===== src/design/assert_macros.svh =====
// Assertion macros shared by the autokey decryptor modules.
`ifndef ASSERT_MACROS_SVH
`define ASSERT_MACROS_SVH

// Clocked assertion, disabled while reset is asserted.
`define AKSD_ASSERT(label, prop, msg) \
  label: assert property (@(posedge clk_i) disable iff (!rst_ni) (prop)) else $error(msg);

// Clocked check that a condition never holds outside reset.
`define AKSD_NEVER(label, prop, msg) \
  label: assert property (@(posedge clk_i) disable iff (!rst_ni) !(prop)) else $error(msg);

`endif


===== src/design/aksd_pkg.sv =====
// Package with types, codes and letter arithmetic of the autokey decryptor.
package aksd_pkg;

  localparam int unsigned QUEUE_DEPTH_DEF = 32;
  localparam int unsigned LETTER_W = 5;
  localparam int unsigned LETTERS = 26;

  localparam logic [1:0] OP_CLEAR   = 2'd0;
  localparam logic [1:0] OP_LOAD    = 2'd1;
  localparam logic [1:0] OP_DECRYPT = 2'd2;

  localparam logic [1:0] MODE_ADD      = 2'd0;
  localparam logic [1:0] MODE_SUB_KEY  = 2'd1;
  localparam logic [1:0] MODE_SUB_TEXT = 2'd2;
  localparam logic [1:0] MODE_SOLITAIRE = 2'd3;

  localparam logic [2:0] ST_DECRYPTED = 3'd0;
  localparam logic [2:0] ST_STORED    = 3'd1;
  localparam logic [2:0] ST_FULL      = 3'd2;
  localparam logic [2:0] ST_NOKEY     = 3'd3;
  localparam logic [2:0] ST_CLEARED   = 3'd4;

  typedef struct packed {
    logic [1:0]          op;
    logic [LETTER_W-1:0] letter;
  } in_word_t;

  typedef struct packed {
    logic [LETTER_W-1:0] plain_letter;
    logic [2:0]          status;
  } out_word_t;

  typedef struct packed {
    logic       we;
    logic [2:0] status;
  } ctrl_t;

  function automatic logic [LETTER_W-1:0] wrap_letter(input logic [LETTER_W-1:0] x);
    logic [LETTER_W-1:0] r;
    r = (x >= LETTER_W'(LETTERS)) ? x - LETTER_W'(LETTERS) : x;
    return r;
  endfunction

  function automatic logic [LETTER_W-1:0] combine(input logic [LETTER_W-1:0] c,
                                                  input logic [LETTER_W-1:0] k,
                                                  input logic [1:0] mode);
    logic [6:0] t;
    logic [6:0] c7;
    logic [6:0] k7;
    c7 = 7'(c);
    k7 = 7'(k);
    unique case (mode)
      MODE_ADD:      t = 7'(LETTERS) + c7 - k7;
      MODE_SUB_KEY:  t = c7 + k7;
      MODE_SUB_TEXT: t = 7'(LETTERS) + k7 - c7;
      default:       t = 7'(2 * LETTERS - 1) + c7 - k7;
    endcase
    if (t >= 7'(2 * LETTERS)) begin
      t = t - 7'(2 * LETTERS);
    end else if (t >= 7'(LETTERS)) begin
      t = t - 7'(LETTERS);
    end
    return t[LETTER_W-1:0];
  endfunction

endpackage


===== src/design/aksd_ring.sv =====
// Key ring memory with one write port and one registered read port.
module aksd_ring import aksd_pkg::*; #(
  parameter int unsigned QUEUE_DEPTH = QUEUE_DEPTH_DEF,
  parameter int unsigned AW = (QUEUE_DEPTH > 1) ? $clog2(QUEUE_DEPTH) : 1
) (
  input  logic                clk_i,
  input  logic                we_i,
  input  logic [AW-1:0]       waddr_i,
  input  logic [LETTER_W-1:0] wdata_i,
  input  logic                re_i,
  input  logic [AW-1:0]       raddr_i,
  output logic [LETTER_W-1:0] rdata_o
);

  logic [LETTER_W-1:0] mem [QUEUE_DEPTH];
  logic [LETTER_W-1:0] rdata_q;

  always_ff @(posedge clk_i) begin
    if (we_i) begin
      mem[waddr_i] <= wdata_i;
    end
  end

  always_ff @(posedge clk_i) begin
    if (re_i) begin
      rdata_q <= mem[raddr_i];
    end
  end

  assign rdata_o = rdata_q;

endmodule


===== src/design/aksd_queue_ctrl.sv =====
// Head pointer and fill count of the key queue, with per-word address and status.
module aksd_queue_ctrl import aksd_pkg::*; #(
  parameter int unsigned QUEUE_DEPTH = QUEUE_DEPTH_DEF,
  parameter int unsigned AW = (QUEUE_DEPTH > 1) ? $clog2(QUEUE_DEPTH) : 1
) (
  input  logic          clk_i,
  input  logic          rst_ni,
  input  logic          acc_i,
  input  logic [1:0]    op_i,
  output logic [AW-1:0] raddr_o,
  output logic [AW-1:0] waddr_o,
  output ctrl_t         ctrl_o
);

  `include "assert_macros.svh"

  localparam int unsigned CW = $clog2(QUEUE_DEPTH + 1);
  localparam int unsigned SW = $clog2(2 * QUEUE_DEPTH);

  logic [AW-1:0] head_q, head_d;
  logic [CW-1:0] fill_q, fill_d;
  logic [SW-1:0] sum;
  logic [AW-1:0] head_inc;
  logic          full;
  logic          empty;

  assign sum      = SW'(head_q) + SW'(fill_q);
  assign waddr_o  = (sum >= SW'(QUEUE_DEPTH)) ? AW'(sum - SW'(QUEUE_DEPTH)) : AW'(sum);
  assign head_inc = (head_q == AW'(QUEUE_DEPTH - 1)) ? '0 : head_q + 1'b1;
  assign full     = (fill_q == CW'(QUEUE_DEPTH));
  assign empty    = (fill_q == '0);
  assign raddr_o  = head_q;

  always_comb begin
    head_d = head_q;
    fill_d = fill_q;
    ctrl_o = '{we: 1'b0, status: ST_CLEARED};
    unique case (op_i)
      OP_LOAD: begin
        if (full) begin
          ctrl_o.status = ST_FULL;
        end else begin
          ctrl_o = '{we: 1'b1, status: ST_STORED};
          fill_d = fill_q + 1'b1;
        end
      end
      OP_DECRYPT: begin
        if (empty) begin
          ctrl_o.status = ST_NOKEY;
        end else begin
          ctrl_o = '{we: 1'b1, status: ST_DECRYPTED};
          head_d = head_inc;
        end
      end
      default: begin
        head_d = '0;
        fill_d = '0;
      end
    endcase
  end

  always_ff @(posedge clk_i or negedge rst_ni) begin
    if (!rst_ni) begin
      head_q <= '0;
      fill_q <= '0;
    end else if (acc_i) begin
      head_q <= head_d;
      fill_q <= fill_d;
    end
  end

  `AKSD_ASSERT(a_decrypt_keeps_fill, acc_i && op_i == OP_DECRYPT && !empty |=> fill_q == $past(fill_q), "decrypt changed the fill count")
  `AKSD_ASSERT(a_idle_holds_head, !acc_i |=> $stable(head_q) && $stable(fill_q), "queue pointers moved without a word")
  `AKSD_NEVER(a_fill_bound, fill_q > CW'(QUEUE_DEPTH), "fill count above queue depth")

endmodule


===== src/design/autokey_stream_decrypt.sv =====
// A result word is registered in the key read stage and then in the output register after its input word
// is accepted; an output stall holds it in the key read stage.
// Throughput: one word per cycle while the output is not stalled, set by the key ring read-modify-write;
// a key read that hits the previous word's write is forwarded.
// Reset clears the queue pointers, the combine mode and the pipeline valids;
// the key ring contents are undefined until written.
// Top level of the autokey stream decryptor.
module autokey_stream_decrypt import aksd_pkg::*; #(
  parameter int unsigned QUEUE_DEPTH = QUEUE_DEPTH_DEF
) (
  input  logic       clk_i,
  input  logic       rst_ni,
  input  logic       cfg_valid_i,
  output logic       cfg_ready_o,
  input  logic [1:0] cfg_data_i,
  input  logic       in_valid_i,
  input  in_word_t   in_word_i,
  output logic       in_stall_o,
  output logic       out_valid_o,
  output out_word_t  out_word_o,
  input  logic       out_stall_i
);

  `include "assert_macros.svh"

  localparam int unsigned AW = (QUEUE_DEPTH > 1) ? $clog2(QUEUE_DEPTH) : 1;

  logic [1:0]          mode_q;
  logic                in_acc;
  logic                s1_fire;
  logic                s1_valid_q;
  logic                s1_we_q;
  logic [2:0]          s1_status_q;
  logic [AW-1:0]       s1_waddr_q;
  logic [LETTER_W-1:0] s1_letter_q;
  logic                fwd_q;
  logic [LETTER_W-1:0] fwd_data_q;
  logic                out_valid_q;
  out_word_t           out_word_q;
  logic [AW-1:0]       raddr;
  logic [AW-1:0]       waddr;
  ctrl_t               ctrl;
  logic [LETTER_W-1:0] rdata;
  logic [LETTER_W-1:0] key;
  logic [LETTER_W-1:0] plain;
  logic [LETTER_W-1:0] wdata;
  logic                decrypted;

  assign cfg_ready_o = 1'b1;
  assign s1_fire     = s1_valid_q && (!out_valid_q || !out_stall_i);
  assign in_stall_o  = s1_valid_q && !s1_fire;
  assign in_acc      = in_valid_i && !in_stall_o;

  aksd_queue_ctrl #(
    .QUEUE_DEPTH(QUEUE_DEPTH),
    .AW         (AW)
  ) u_ctrl (
    .clk_i  (clk_i),
    .rst_ni (rst_ni),
    .acc_i  (in_acc),
    .op_i   (in_word_i.op),
    .raddr_o(raddr),
    .waddr_o(waddr),
    .ctrl_o (ctrl)
  );

  aksd_ring #(
    .QUEUE_DEPTH(QUEUE_DEPTH),
    .AW         (AW)
  ) u_ring (
    .clk_i  (clk_i),
    .we_i   (s1_fire && s1_we_q),
    .waddr_i(s1_waddr_q),
    .wdata_i(wdata),
    .re_i   (in_acc),
    .raddr_i(raddr),
    .rdata_o(rdata)
  );

  assign key       = fwd_q ? fwd_data_q : rdata;
  assign plain     = combine(s1_letter_q, key, mode_q);
  assign decrypted = (s1_status_q == ST_DECRYPTED);
  assign wdata     = decrypted ? plain : s1_letter_q;

  always_ff @(posedge clk_i or negedge rst_ni) begin
    if (!rst_ni) begin
      mode_q <= MODE_ADD;
    end else if (cfg_valid_i && cfg_ready_o) begin
      mode_q <= cfg_data_i;
    end
  end

  always_ff @(posedge clk_i or negedge rst_ni) begin
    if (!rst_ni) begin
      s1_valid_q <= 1'b0;
      fwd_q      <= 1'b0;
    end else begin
      if (in_acc) begin
        s1_valid_q <= 1'b1;
        fwd_q      <= s1_fire && s1_we_q && (s1_waddr_q == raddr);
      end else if (s1_fire) begin
        s1_valid_q <= 1'b0;
      end
    end
  end

  always_ff @(posedge clk_i) begin
    if (in_acc) begin
      s1_we_q     <= ctrl.we;
      s1_status_q <= ctrl.status;
      s1_waddr_q  <= waddr;
      s1_letter_q <= wrap_letter(in_word_i.letter);
      fwd_data_q  <= wdata;
    end
  end

  always_ff @(posedge clk_i or negedge rst_ni) begin
    if (!rst_ni) begin
      out_valid_q <= 1'b0;
    end else if (s1_fire) begin
      out_valid_q <= 1'b1;
    end else if (!out_stall_i) begin
      out_valid_q <= 1'b0;
    end
  end

  always_ff @(posedge clk_i) begin
    if (s1_fire) begin
      out_word_q.plain_letter <= decrypted ? plain : '0;
      out_word_q.status       <= s1_status_q;
    end
  end

  assign out_valid_o = out_valid_q;
  assign out_word_o  = out_word_q;

  `AKSD_ASSERT(a_fire_gives_word, s1_fire |=> out_valid_o, "stage word did not reach output")
  `AKSD_ASSERT(a_busy_stalls, s1_valid_q && !s1_fire |-> in_stall_o, "input taken while stage blocked")
  `AKSD_NEVER(a_plain_range, out_valid_o && out_word_o.plain_letter > LETTER_W'(LETTERS - 1), "plain letter out of range")

endmodule


===== config.mk =====
export PLATFORM = sky130hd
export DESIGN_NAME = autokey_stream_decrypt
export DESIGN_NICKNAME = d
export VERILOG_FILES = /design/src/design/aksd_pkg.sv /design/src/design/aksd_ring.sv /design/src/design/aksd_queue_ctrl.sv /design/src/design/autokey_stream_decrypt.sv
export VERILOG_INCLUDE_DIRS = /design/src /design/src/design
export SDC_FILE = /design/constraint.sdc
export NUM_CORES = 1
export LEC_CHECK = 0
export BUFFER_PORTS_ARGS = -buffer_cell sky130_fd_sc_hd__clkbuf_2
export CORE_MARGIN = 5
export CORE_UTILIZATION = 65
export CTS_BUF_LIST = sky130_fd_sc_hd__clkbuf_4
export CTS_CLUSTER_DIAMETER = 120
export DETAILED_ROUTE_END_ITERATION = 8
export PLACE_DENSITY = 0.82
export SYNTH_ARGS = -nofsm -noshare
export SYNTH_HDL_FRONTEND = slang
export SYNTH_SLANG_ARGS = --single-unit

===== constraint.sdc =====
create_clock -name clk_i -period 8.1 [get_ports clk_i]
set_input_delay 0.81 -clock clk_i [delete_from_list [all_inputs] [get_ports clk_i]]
set_output_delay 0.81 -clock clk_i [all_outputs]
set_load 0.02 [all_outputs]

==> impl_metrics.tcl <==
set metrics [dict create \
    core_mm2 0.01509 \
    hold_class "in2async" \
    synth-main-ff-cell "edfxtp_1" \
    synthAdderAreaFrac 0.06196 \
    tightest_slew_ns 1.244 \
    critPathMostFrequentCell "ha_1" \
    path_clk_slew_ns 0.07 \
    ys.warnings.count 0 \
    htree_levels 2 \
    drtIter0Drc 492 \
    tns_ns 0 \
    placed_cell_area_mm2 0.01020 \
    synthTopCellsByArea "edfxtp_1, mux4_2, ha_1" \
    fmax_mhz 185.1 \
    synth_top_family_by_area "multiplexers" \
    n_antenna_cell 0 \
    pwr-share-seq 0.501 \
    groute.usage.overall 0.2314 \
    drive_gt1_frac 0.2527 \
    gp_congestion 0.8940 \
    powerDensity_mw_per_mm2 235.7 \
    start_util 0.6584 \
    cp_slowest_cell "o22ai_2" \
    wl_um 20040 \
    synthSimpleGateAreaFrac 0.07922 \
    grt_antenna_before_repair 0 \
    start_kind "flip-flop" \
    crit_type "reg2reg" \
    drv_slew 0 \
    dp.cells 830 \
    synth_area_mm2 0.009935 \
    vias 5823 \
    grt_pass1_vias 6044 \
    syn_to_final_growth_pct 8.753 \
    skew_ns 0.06188 \
    wire_per_inst_um 21.88 \
    cp-end-kind "flip-flop" \
    synth_cell_type_count 69 \
    cp_num_buf_inv 2 \
    setup_viol 0 \
    hold_buffers 0 \
    synthTopCellsByCount "edfxtp_1, mux4_2, nor2_1, ha_1, inv_1" \
    synth_compound_area_frac 0.05982 \
    crit_chain "mux2i_1 > inv_1 > ha_1 > nor2b_1 > nor2_1 > ha_1 > o21a_1 > or3b_4 > a32oi_4 > inv_1 > ha_1 > a31o_2 > nor2_2 > o31a_4 > o21ai_0 > o22ai_2" \
    p_comb_frac 0.184 \
    die_y_um 133.6 \
    hpwlAfterDp_um 13310 \
    period_minus_slack_ns 5.403 \
    reg2reg_from "fwd_q" \
    cts.sinks 208 \
    postCtsSetupRepairBufs 0 \
    grt-ovfl-total 0 \
    synth_xor_area_frac 0.01763 \
    p_leak_uw 0.003862 \
    final_area_mm2 0.01080 \
    timing.final.hold_violations 0 \
    crit_family "compound AO/OA/AOI/OAI gates" \
    ant_nets 0 \
    ys_ff_latch 208 \
    yosysTopAreaCell "edfxtp_1" \
    cp_max_fo 33 \
    fill_cells 971 \
    insertion_delay_ns 0.66 \
    rsz0062_at_grt "false" \
    clock_power_share 0.315 \
    syn-mean-instance-area_um2 15.52 \
    vias_per_cell 6.357 \
    clock_path_buffers 3 \
    yosys.area.top_type_share 0.5804 \
    layout_worst_path_cycle_share 0.6670 \
    io_pins 25 \
    drc 0 \
    synth_fp_nets 702 \
    cts_made_buffers 51 \
    ctsResizeCount 0 \
    die_area_mm2 0.01786 \
    crit_arrival_ns 5.63 \
    async_flop_share 0.07692 \
    synthCells 640 \
    p_sw_uw 710.0 \
    synth_most_common_cell "edfxtp_1" \
    cts_root_buf "clkbuf_4" \
    intPower_uw 1836 \
    required_ns 8.33 \
    port_buffers 23 \
    tritoncts "done" \
    synth_edf_count 192 \
    fp-row-count 45 \
    cpPeakStageDelay_ns 1.01 \
    ys_seq_area_frac 0.6207 \
    drtPass1Iterations 5 \
    fin_nets 757 \
    slew-limit-headroom 0.1710 \
    grt_max_degree 47 \
    crit_start "fwd_q" \
    grt_pass1_wl_um 31940 \
    layout.cells.non_filler 916 \
    maxCapViolations 0 \
    muxShareOfSynthArea 0.1327 \
    sw_frac_of_total 0.2788 \
    run_status "complete, no violations" \
    ir_drop_uv 153.8 \
    die_width_um 133.6 \
]
-- placed cells by master (no fill, tap or decap), drive strengths merged, types with 14 or more instances in the layout --
master	synthesis	layout
edfxtp	192	192
clkbuf	17	94
mux4	51	51
nor2	51	51
ha	46	46
inv	40	40
nand2	23	23
dfrtp	16	16
a21oi	15	15
o21ai	15	15
clkinv	0	14
-- power by group through the flow --
stage	registers, uW	logic, uW	clock network (uW)
after floorplan	1290	351	0
after global placement	1300	446	0
after detailed placement	1300	465	0
after CTS	1280	468	819
after global routing	1280	513	882
final	1280	469	801
-- metal layers --
metal	GRT usage	wire length (um)	vias up
li1	-	-	2616
met1	0.2847	7642	2939
met2	0.4097	10690	232
met3	0.04381	1223	36
met4	0.08743	480	0
met5	0	0	-
-- cells by family after synthesis --
| logic type | Yosys count |
|---|---|
| compound gates | 81 |
| buf+inv | 65 |
| flops | 208 |
| xor+xnor | 20 |
| other cells | 1 |
| fa+ha+maj | 48 |
| mux | 67 |
| simple gates | 150 |
-- area by class of cell --
class,count,area [um2],share of cell area
Clock buffer,71,533.0,0.04933
Inverter,40,150.1,0.01390
Sequential cell,208,6167,0.5708
Tap cell,188,235.2,0.02177
Clock inverter,15,66.31,0.006138
Multi-Input combinational cell,367,3507,0.3246
Timing Repair Buffer,27,145.1,0.01343
-- state kept, by name, indices dropped and copies added (netlist names) --
register,cells
u_ctrl.fill_q,6
u_ctrl.raddr_o,5
s1_letter_q,5
fwd_data_q,5
s1_we_q,1
s1_valid_q,1
out_word_o,8
out_valid_o,1
u_ring.mem,160
s1_status_q,3
u_ring.rdata_o,5
mode_q,2
s1_waddr_q,5
fwd_q,1
-- metrics by stage --
stage               hold WS (ns)  utilization  total power [uW]  setup WS, ns
floorplan                 0.4421            -              1636         3.015
global placement          0.4523       0.6763              1741         3.045
detailed placement        0.4616       0.6763              1764         2.755
CTS                      0.07146       0.7160              2562         2.705
global route             0.09905       0.7160              2673         2.262
finish                    0.1037       0.7160              2546         2.697
-- worst paths after layout --
path,to,slack [ns],cells after the start
setup / recovery,u_ring.mem[25][3],2.70,16
max in group asynchronous,u_ctrl.raddr_o[0],7.67,1
setup reg to reg,u_ring.mem[25][3],2.70,16
hold reg to reg,out_word_o[1],0.48,0
hold / removal,u_ctrl.raddr_o[3],0.10,1
min in group clk_i,s1_letter_q[0],0.39,1
Note: power is estimated with default switching activity, not from simulation.
